<file path="src/hdl/page_replacement_lru_lfu_unit_assert.svh">
// Assertion macros for the page replacement unit.
`ifndef PAGE_REPLACEMENT_LRU_LFU_UNIT_ASSERT_SVH
`define PAGE_REPLACEMENT_LRU_LFU_UNIT_ASSERT_SVH

// Property must hold at every clock edge out of reset.
`define PRLU_ASSERT_NOW(label, prop, msg) \
  label: assert property (@(posedge clk) disable iff (rst) (prop)) else $error(msg);

// Consequent must hold in the cycle after the antecedent.
`define PRLU_ASSERT_NEXT(label, ante, cons, msg) \
  label: assert property (@(posedge clk) disable iff (rst) (ante) |=> (cons)) else $error(msg);

`endif

</file>
<file path="src/hdl/prlu_pkg.sv">
// Shared types and constants of the page replacement unit.
package prlu_pkg;

  localparam int PAGE_IN_W  = 6;
  localparam int TOTAL_W    = 16;
  localparam int FRAMES_W   = 5;
  localparam int CFG_IDX_W  = 1;
  localparam int MIN_FRAMES = 2;
  localparam int MOD_STEPS  = 8;

  localparam logic [CFG_IDX_W-1:0] REG_POLICY = 1'b0;
  localparam logic [CFG_IDX_W-1:0] REG_FRAMES = 1'b1;

  localparam logic POLICY_LRU = 1'b0;
  localparam logic POLICY_LFU = 1'b1;

  localparam logic [FRAMES_W-1:0] FRAMES_RESET = 5'd4;
  localparam logic [TOTAL_W-1:0]  TOTAL_MAX    = 16'hFFFF;

  typedef enum logic [2:0] {
    ST_CLEAR,
    ST_IDLE,
    ST_READ,
    ST_SCAN,
    ST_COMMIT
  } state_t;

  typedef struct packed {
    logic take;
    logic upd;
  } cell_ctl_t;

endpackage

</file>
<file path="src/hdl/prlu_cell.sv">
// One frame slot of the resident list, with its share of the minimum-count search.
module prlu_cell #(
  parameter int PAGE_W  = 6,
  parameter int COUNT_W = 16,
  parameter int POS_W   = 4,
  parameter int IDX     = 0
) (
  input  logic                 clk,
  input  prlu_pkg::cell_ctl_t  ctl,
  input  logic                 live,
  input  logic [PAGE_W-1:0]    key_page,
  input  logic [PAGE_W-1:0]    prev_page,
  input  logic [COUNT_W-1:0]   prev_count,
  input  logic [COUNT_W-1:0]   new_count,
  input  logic                 min_in_found,
  input  logic [COUNT_W-1:0]   min_in_count,
  input  logic [POS_W-1:0]     min_in_pos,
  output logic [PAGE_W-1:0]    page,
  output logic [COUNT_W-1:0]   count,
  output logic                 match,
  output logic                 min_out_found,
  output logic [COUNT_W-1:0]   min_out_count,
  output logic [POS_W-1:0]     min_out_pos
);
  import prlu_pkg::*;

  logic better;

  assign match  = live && (page == key_page);
  // strict compare keeps the entry nearest the front on a tie
  assign better = live && (!min_in_found || (count < min_in_count));

  always_ff @(posedge clk) begin
    if (ctl.take) begin
      page  <= prev_page;
      count <= prev_count;
    end else if (ctl.upd && match) begin
      count <= new_count;
    end
  end

  always_ff @(posedge clk) begin
    if (better) begin
      min_out_found <= 1'b1;
      min_out_count <= count;
      min_out_pos   <= POS_W'(IDX);
    end else begin
      min_out_found <= min_in_found;
      min_out_count <= min_in_count;
      min_out_pos   <= min_in_pos;
    end
  end

endmodule

</file>
<file path="src/hdl/prlu_count_ram.sv">
// Access count memory, one write port and one registered read port.
module prlu_count_ram #(
  parameter int DEPTH = 64,
  parameter int WIDTH = 16
) (
  input  logic                     clk,
  input  logic                     wr_en,
  input  logic [$clog2(DEPTH)-1:0] wr_addr,
  input  logic [WIDTH-1:0]         wr_data,
  input  logic                     rd_en,
  input  logic [$clog2(DEPTH)-1:0] rd_addr,
  output logic [WIDTH-1:0]         rd_data
);
  import prlu_pkg::*;

  logic [WIDTH-1:0] mem [DEPTH];

  always_ff @(posedge clk) begin
    if (wr_en) begin
      mem[wr_addr] <= wr_data;
    end
  end

  always_ff @(posedge clk) begin
    if (rd_en) begin
      rd_data <= mem[rd_addr];
    end
  end

endmodule

</file>
<file path="src/hdl/page_replacement_lru_lfu_unit.sv">
// Page replacement unit (LRU / LFU) top level.
// After reset the unit clears its access count memory, one entry a cycle, and
// holds page_stall high while it clears; configuration writes are taken at any
// time. A request that hits, or that faults in LRU mode or with a free frame,
// passes through a read state, which reads the page's count from memory, and a
// commit state, and the next request is taken in the commit state. A fault in
// LFU mode with every frame full passes through a scan state between the two,
// while the minimum-count token ripples one cell a cycle down the row of frame cells.
// A result waits in the output register until taken; while it waits the next
// request may already be read, but it does not commit.
`include "page_replacement_lru_lfu_unit_assert.svh"

module page_replacement_lru_lfu_unit #(
  parameter int VIRTUAL_PAGES = 64,
  parameter int MAX_FRAMES    = 16,
  parameter int COUNT_BITS    = 16
) (
  input  logic                              clk,
  input  logic                              rst,
  input  logic                              page_valid,
  output logic                              page_stall,
  input  logic [prlu_pkg::PAGE_IN_W-1:0]    page_number,
  output logic                              result_valid,
  input  logic                              result_stall,
  output logic                              hit,
  output logic                              evicted_valid,
  output logic [prlu_pkg::PAGE_IN_W-1:0]    evicted_page,
  output logic [prlu_pkg::TOTAL_W-1:0]      hit_total,
  output logic [prlu_pkg::TOTAL_W-1:0]      fault_total,
  input  logic                              cfg_valid,
  output logic                              cfg_ready,
  input  logic [prlu_pkg::CFG_IDX_W-1:0]    cfg_index,
  input  logic [prlu_pkg::FRAMES_W-1:0]     cfg_data
);
  import prlu_pkg::*;

  localparam int PAGE_W  = $clog2(VIRTUAL_PAGES);
  localparam int POS_W   = $clog2(MAX_FRAMES);
  localparam int OCC_W   = $clog2(MAX_FRAMES + 1);
  localparam int WIDE_W  = PAGE_IN_W + 1;
  localparam logic [PAGE_W-1:0] CLR_LAST  = PAGE_W'(VIRTUAL_PAGES - 1);
  localparam logic [POS_W-1:0]  SCAN_LAST = POS_W'(MAX_FRAMES - 1);

  state_t state, state_next;

  logic                 policy_mode;
  logic [FRAMES_W-1:0]  frames_in_use;
  logic [OCC_W-1:0]     occ;
  logic [OCC_W-1:0]     cap;
  logic [PAGE_W-1:0]    clr_addr;
  logic [POS_W-1:0]     scan_cnt;
  logic [PAGE_W-1:0]    page_r;
  logic [PAGE_W-1:0]    page_red;
  logic [WIDE_W-1:0]    page_wide;
  logic [COUNT_BITS-1:0] cnt_rd;
  logic [COUNT_BITS-1:0] cnt_new;
  logic [COUNT_BITS-1:0] cnt_new_r;
  logic                 hit_r;
  logic                 evict_r;
  logic [POS_W-1:0]     pos_r;
  logic [POS_W-1:0]     hit_pos;
  logic                 hit_c;
  logic                 full_c;
  logic [TOTAL_W-1:0]   hits_seen;
  logic [TOTAL_W-1:0]   faults_seen;

  logic                 accept;
  logic                 out_free;
  logic                 commit;
  logic                 ram_wr_en;
  logic [PAGE_W-1:0]    ram_wr_addr;
  logic [COUNT_BITS-1:0] ram_wr_data;

  logic [PAGE_W-1:0]     cell_page   [MAX_FRAMES];
  logic [COUNT_BITS-1:0] cell_count  [MAX_FRAMES];
  logic [MAX_FRAMES-1:0] cell_match;
  logic [MAX_FRAMES-1:0] cell_live;
  logic [MAX_FRAMES-1:0] min_found;
  logic [COUNT_BITS-1:0] min_count   [MAX_FRAMES];
  logic [POS_W-1:0]      min_pos     [MAX_FRAMES];
  cell_ctl_t             cell_ctl    [MAX_FRAMES];

  assign cfg_ready = 1'b1;
  assign out_free  = !result_valid || !result_stall;
  assign accept    = page_valid && !page_stall;

  // reduce the page number into the virtual page range
  always_comb begin
    page_wide = WIDE_W'(page_number);
    for (int k = 0; k < MOD_STEPS; k++) begin
      if (int'(page_wide) >= VIRTUAL_PAGES) begin
        page_wide = page_wide - WIDE_W'(VIRTUAL_PAGES);
      end
    end
    page_red = PAGE_W'(page_wide);
  end

  always_comb begin
    cap = OCC_W'(MAX_FRAMES);
    if (int'(frames_in_use) < MIN_FRAMES) begin
      cap = OCC_W'(MIN_FRAMES);
    end else if (int'(frames_in_use) < MAX_FRAMES) begin
      cap = OCC_W'(frames_in_use);
    end
  end

  assign cnt_new = (cnt_rd == {COUNT_BITS{1'b1}}) ? cnt_rd : cnt_rd + 1'b1;
  assign hit_c   = |cell_match;
  assign full_c  = occ >= cap;

  always_comb begin
    hit_pos = '0;
    for (int i = 0; i < MAX_FRAMES; i++) begin
      cell_live[i] = OCC_W'(i) < occ;
      if (cell_match[i]) begin
        hit_pos = hit_pos | POS_W'(i);
      end
    end
  end

  // next state
  always_comb begin
    state_next = state;
    unique case (state)
      ST_CLEAR: begin
        if (clr_addr == CLR_LAST) state_next = ST_IDLE;
      end
      ST_IDLE: begin
        if (accept) state_next = ST_READ;
      end
      ST_READ: begin
        if (!hit_c && full_c && policy_mode == POLICY_LFU) state_next = ST_SCAN;
        else state_next = ST_COMMIT;
      end
      ST_SCAN: begin
        if (scan_cnt == SCAN_LAST) state_next = ST_COMMIT;
      end
      ST_COMMIT: begin
        if (accept) state_next = ST_READ;
        else if (out_free) state_next = ST_IDLE;
      end
      default: state_next = ST_CLEAR;
    endcase
  end

  // outputs of the sequencer
  always_comb begin
    page_stall  = 1'b1;
    commit      = 1'b0;
    ram_wr_en   = 1'b0;
    ram_wr_addr = page_r;
    ram_wr_data = cnt_new;
    unique case (state)
      ST_CLEAR: begin
        ram_wr_en   = 1'b1;
        ram_wr_addr = clr_addr;
        ram_wr_data = '0;
      end
      ST_IDLE: begin
        page_stall = 1'b0;
      end
      ST_READ: begin
        ram_wr_en = 1'b1;
      end
      ST_SCAN: begin
      end
      ST_COMMIT: begin
        commit     = out_free;
        page_stall = !out_free;
      end
      default: begin
      end
    endcase
  end

  always_comb begin
    for (int i = 0; i < MAX_FRAMES; i++) begin
      cell_ctl[i].take = commit && !(hit_r && policy_mode == POLICY_LFU)
                         && (POS_W'(i) <= pos_r);
      cell_ctl[i].upd  = commit && hit_r && policy_mode == POLICY_LFU;
    end
  end

  prlu_count_ram #(
    .DEPTH (VIRTUAL_PAGES),
    .WIDTH (COUNT_BITS)
  ) u_count_ram (
    .clk     (clk),
    .wr_en   (ram_wr_en),
    .wr_addr (ram_wr_addr),
    .wr_data (ram_wr_data),
    .rd_en   (accept),
    .rd_addr (page_red),
    .rd_data (cnt_rd)
  );

  for (genvar g = 0; g < MAX_FRAMES; g++) begin : g_cell
    logic [PAGE_W-1:0]     prev_page;
    logic [COUNT_BITS-1:0] prev_count;
    logic                  prev_found;
    logic [COUNT_BITS-1:0] prev_min;
    logic [POS_W-1:0]      prev_pos;

    if (g == 0) begin : g_front
      assign prev_page  = page_r;
      assign prev_count = cnt_new_r;
      assign prev_found = 1'b0;
      assign prev_min   = '0;
      assign prev_pos   = '0;
    end else begin : g_rest
      assign prev_page  = cell_page[g-1];
      assign prev_count = cell_count[g-1];
      assign prev_found = min_found[g-1];
      assign prev_min   = min_count[g-1];
      assign prev_pos   = min_pos[g-1];
    end

    prlu_cell #(
      .PAGE_W  (PAGE_W),
      .COUNT_W (COUNT_BITS),
      .POS_W   (POS_W),
      .IDX     (g)
    ) u_cell (
      .clk           (clk),
      .ctl           (cell_ctl[g]),
      .live          (cell_live[g]),
      .key_page      (page_r),
      .prev_page     (prev_page),
      .prev_count    (prev_count),
      .new_count     (cnt_new_r),
      .min_in_found  (prev_found),
      .min_in_count  (prev_min),
      .min_in_pos    (prev_pos),
      .page          (cell_page[g]),
      .count         (cell_count[g]),
      .match         (cell_match[g]),
      .min_out_found (min_found[g]),
      .min_out_count (min_count[g]),
      .min_out_pos   (min_pos[g])
    );
  end

  always_ff @(posedge clk) begin
    if (rst) begin
      state         <= ST_CLEAR;
      clr_addr      <= '0;
      policy_mode   <= POLICY_LRU;
      frames_in_use <= FRAMES_RESET;
      occ           <= '0;
      hits_seen     <= '0;
      faults_seen   <= '0;
      result_valid  <= 1'b0;
      scan_cnt      <= '0;
    end else begin
      state <= state_next;
      if (state == ST_CLEAR) begin
        clr_addr <= clr_addr + 1'b1;
      end
      if (cfg_valid && cfg_ready) begin
        unique case (cfg_index)
          REG_POLICY: policy_mode   <= cfg_data[0];
          REG_FRAMES: frames_in_use <= cfg_data;
          default: begin
          end
        endcase
      end
      if (state == ST_READ) begin
        scan_cnt <= '0;
      end else if (state == ST_SCAN) begin
        scan_cnt <= scan_cnt + 1'b1;
      end
      if (commit) begin
        result_valid <= 1'b1;
        if (hit_r) begin
          if (hits_seen != TOTAL_MAX) hits_seen <= hits_seen + 1'b1;
        end else begin
          if (faults_seen != TOTAL_MAX) faults_seen <= faults_seen + 1'b1;
          if (!evict_r) occ <= occ + 1'b1;
        end
      end else if (!result_stall) begin
        result_valid <= 1'b0;
      end
    end
  end

  // request and result payload
  always_ff @(posedge clk) begin
    if (accept) begin
      page_r <= page_red;
    end
    if (state == ST_READ) begin
      hit_r     <= hit_c;
      evict_r   <= !hit_c && full_c;
      cnt_new_r <= cnt_new;
      if (hit_c) pos_r <= hit_pos;
      else if (full_c) pos_r <= POS_W'(occ - 1'b1);
      else pos_r <= POS_W'(occ);
    end else if (state == ST_SCAN && scan_cnt == SCAN_LAST) begin
      pos_r <= min_pos[MAX_FRAMES-1];
    end
    if (commit) begin
      hit           <= hit_r;
      evicted_valid <= evict_r;
      evicted_page  <= evict_r ? PAGE_IN_W'(cell_page[pos_r]) : '0;
      hit_total     <= (hit_r && hits_seen != TOTAL_MAX) ? hits_seen + 1'b1 : hits_seen;
      fault_total   <= (!hit_r && faults_seen != TOTAL_MAX) ?
                       faults_seen + 1'b1 : faults_seen;
    end
  end

  `PRLU_ASSERT_NOW(a_occ_bound, occ <= OCC_W'(MAX_FRAMES), "occupancy above frame count")
  `PRLU_ASSERT_NOW(a_scan_lfu, (state == ST_SCAN) |-> (policy_mode == POLICY_LFU && !hit_r && evict_r), "search without LFU eviction")
  `PRLU_ASSERT_NEXT(a_commit_result, commit, result_valid, "commit without result")
  `PRLU_ASSERT_NOW(a_clear_stall, (state == ST_CLEAR) |-> page_stall, "request taken during clear")

endmodule

</file>
<file path="config.mk">
export PLATFORM = sky130hd
export DESIGN_NAME = page_replacement_lru_lfu_unit
export DESIGN_NICKNAME = d
export VERILOG_FILES = /design/src/hdl/prlu_pkg.sv /design/src/hdl/prlu_cell.sv /design/src/hdl/prlu_count_ram.sv /design/src/hdl/page_replacement_lru_lfu_unit.sv
export VERILOG_INCLUDE_DIRS = /design/src /design/src/hdl
export SDC_FILE = /design/constraint.sdc
export NUM_CORES = 2
export LEC_CHECK = 0
export BUFFER_PORTS_ARGS = -buffer_cell sky130_fd_sc_hd__clkbuf_2
export CORE_ASPECT_RATIO = 0.8
export CORE_MARGIN = 3
export CORE_UTILIZATION = 33
export CTS_BUF_LIST = sky130_fd_sc_hd__clkbuf_16
export DETAILED_ROUTE_END_ITERATION = 6
export HOLD_SLACK_MARGIN = 0.12
export RECOVER_POWER = 100
export SLEW_MARGIN = 20
export SYNTH_ARGS = -nofsm -noshare
export SYNTH_HDL_FRONTEND = slang
export SYNTH_HIERARCHICAL = 1
export SYNTH_SLANG_ARGS = --single-unit
</file>
<file path="constraint.sdc">
create_clock -name clk -period 13 [get_ports clk]
set_clock_uncertainty 0.05 [all_clocks]
set_input_delay 1.3 -clock clk [delete_from_list [all_inputs] [get_ports clk]]
set_output_delay 1.3 -clock clk [all_outputs]
set_load 0.05 [all_outputs]
</file>
==> metrics.yaml <==
cts_tree: "done"
grt_pass1_wl_um: 295100
end_kind: "register"
ff2ff_path_depth: 10
clock-root-buffer: "clkbuf_16"
grt_max_degree: 111
timing.hold.worst_path_depth: 1
arrival_ps: 8880
dr.pass1.iters: 6
fp.coreArea_sq_um: 238400
yosysWarnings: 6
globalplace.congestion: 0.8431
die_x_um: 554.1
violations: "max-capacitance violations, max-slew violations"
drt-initial-drc-count: 4580
num_vias: 43830
hold_violations: 0
cts_sinks: 1836
antenna_found_initial: 18
drtAntennaViolNets: 0
die_h_um: 444.5
syn-mean-instance-area_sq_um: 16.06
power_switching_mw: 2.605
regToRegSetupSlack_ps: 4720
cts_resized: 0
worst_pin_slew_ps: 5894
min_from: "g_cell[12].u_cell/min_out_pos[2]"
cp-startpoint: "page_number[0]"
slew_violations: 1933
crit_path_top_delay_cell: "clkbuf_1"
insertion_delay_ps: 830
syn-cell-area_sq_um: 79310
crit_required_ps: 13510
dpl.hpwl_um: 132100
clk_pin_slew_ps: 60
port_buffers: 58
use_met1_pct: 24.04
crit_type: "in -> reg"
hp-class: "reg -> reg"
grt_pass1_vias: 43280
clkPwrFrac_pct: 43.2
top_usage_layer: "met1"
cts_htree_levels: 4
critPathLaunchType: "input pin"
drt-vias-per-instance: 5.165
fin_setup_tns_ps: 0
fp.dieArea_sq_um: 246300
p_int_mw: 9.371
grt_use_total_pct: 16.06
crit_family: "buffers and inverters"
finalSetupViolCount: 0
drive_above_1_share_pct: 17.64
period_minus_slack_ps: 8376
drc_errors: 0
nNetsFinal: 5422
syn2layout_area_growth_pct: 11.31
vdd_drop_max_v: 0.0001223
period_share_pct: 64.43
swShare_pct: 21.75
status: "finished with violations"
synthCells: 4938
io_pins: 60
r2r-start: "state[0]"
critical_path.max_fanout: 110
rows: 160
crit_chain: "clkbuf_1 -> buf_4 -> buf_12 -> mux4_2 -> nor2b_1 -> a211o_1 -> a31oi_1 -> a311oi_1"
gr-total-overflow: 0
hold_buffers: 0
drv_cap: 58
cts_setup_buffers: 0
slew_headroom_pct: -292.9
p_leak_nw: 30.48
avgRoutedWirePerCell_um: 23.74
max_freq_mhz: 119.4
critPathMaxStageDelay_ps: 4010
grt_use_met2_pct: 23.03
reg2reg_to: "g_cell[12].u_cell/count[5]"
cts_made_buffers: 185
p_comb_share_pct: 3.6
wl_um: 201500
rsz0062_at_grt: "no"
cts_buffer_depth: 3
use_met3_pct: 4.404
powerDensity_nw_per_um2: 135.6
critPathBufInv: 3
p_total_mw: 11.98
power_frac_seq_pct: 53.2
initial_utilization_pct: 33.27
holdPathEnd: "g_cell[13].u_cell/min_out_pos[2]"
-- power by group through the flow --
stage | Clock (mW) | Sequential, mW | Combinational, mW
after global placement | 0 | 6.50 | 0.447
after global routing | 5.53 | 6.37 | 0.477
final | 5.17 | 6.37 | 0.436
after CTS | 5.28 | 6.37 | 0.457
after detailed placement | 0 | 6.50 | 0.454
after floorplan | 0 | 6.48 | 0.334
-- registers in the layout, indices dropped and copies added (netlist names), 15 cells and up --
name,flops
g_cell.u_cell/page,96
fault_total,16
u_count_ram/rd_data,16
g_cell.u_cell/count,256
hits_seen,16
g_cell.u_cell/min_out_found,15
faults_seen,16
cnt_new_r,16
g_cell.u_cell/min_out_count,240
g_cell.u_cell/min_out_pos,64
hit_total,16
u_count_ram/mem,1024
-- layout by cell type (no fill, tap or decap), drive strengths merged, types with 15 or more instances in the layout --
master and instances:
diode 15, nor3 71, o21ai 72, ha 252
nand2 217, a21oi 147, nand2b 59, nor4 32
mux2i 100, a22oi 40, a21o 20, or2 16
inv 327, clkinv 82, conb 39, clkbuf 358
nand4 82, mux4 248, edfxtp 1460, nor2b 61
nor4b 18, a31oi 47, nand3 64, xor2 74
buf 43, xnor2 92, a2111o 16, a221oi 16
dfxtp 376, and2 40, nor2 164, mux2 535
-- routing by layer --
metal / wire length, um / vias up
li1: - / 19330
met1: 92140 / 22550
met2: 85310 / 1691
met3: 20200 / 252
met4: 3797 / 4
met5: 16 / -
-- cell type report --
class / count / area, sq um
clock buffers: 190 / 4755
inverters: 271 / 1017
clock inverters: 155 / 1152
flip-flops and latches: 1836 / 51370
well taps: 3159 / 3953
repair buffers: 211 / 982.2
multi-input cells: 2648 / 25020
fillers: 22320 / 150100
diodes: 15 / 37.54
-- stage by stage --
step                hold slack (ps)  util [%]  cells  setup slack (ps)  instance area [sq um]
floorplan                     336.3         -   4975              7630                  79450
global placement              340.9     35.17   8123              6494                  83870
detailed placement            340.9     35.18   8124              6372                  83890
CTS                           348.6     37.66   8469              6652                  89790
global route                  365.7     37.01   8473              3537                  88250
finish                        345.4     37.03   8485              4624                  88280
-- worst register-to-register path, cell delays in order (launching register included) --
cell and delay, ps:
dfxtp_1 460, or3b_1 630, a21oi_4 180, clkbuf_1 2230
nand2_1 790, inv_1 920, nand2_1 410, inv_1 820
nand2_1 150, inv_1 700, a21o_1 570
-- how the worst max path moves through the flow --
stage / endpoint / cells past startpoint
final: u_count_ram/rd_data[3] / 8
after global routing: u_count_ram/rd_data[3] / 8
after CTS: g_cell[12].u_cell/count[5] / 10
after detailed placement: g_cell[12].u_cell/count[3] / 10
after global placement: g_cell[12].u_cell/count[1] / 10
after floorplan: g_cell[12].u_cell/count[0] / 10
No activity file was read; power rests on OpenSTA's default activity.
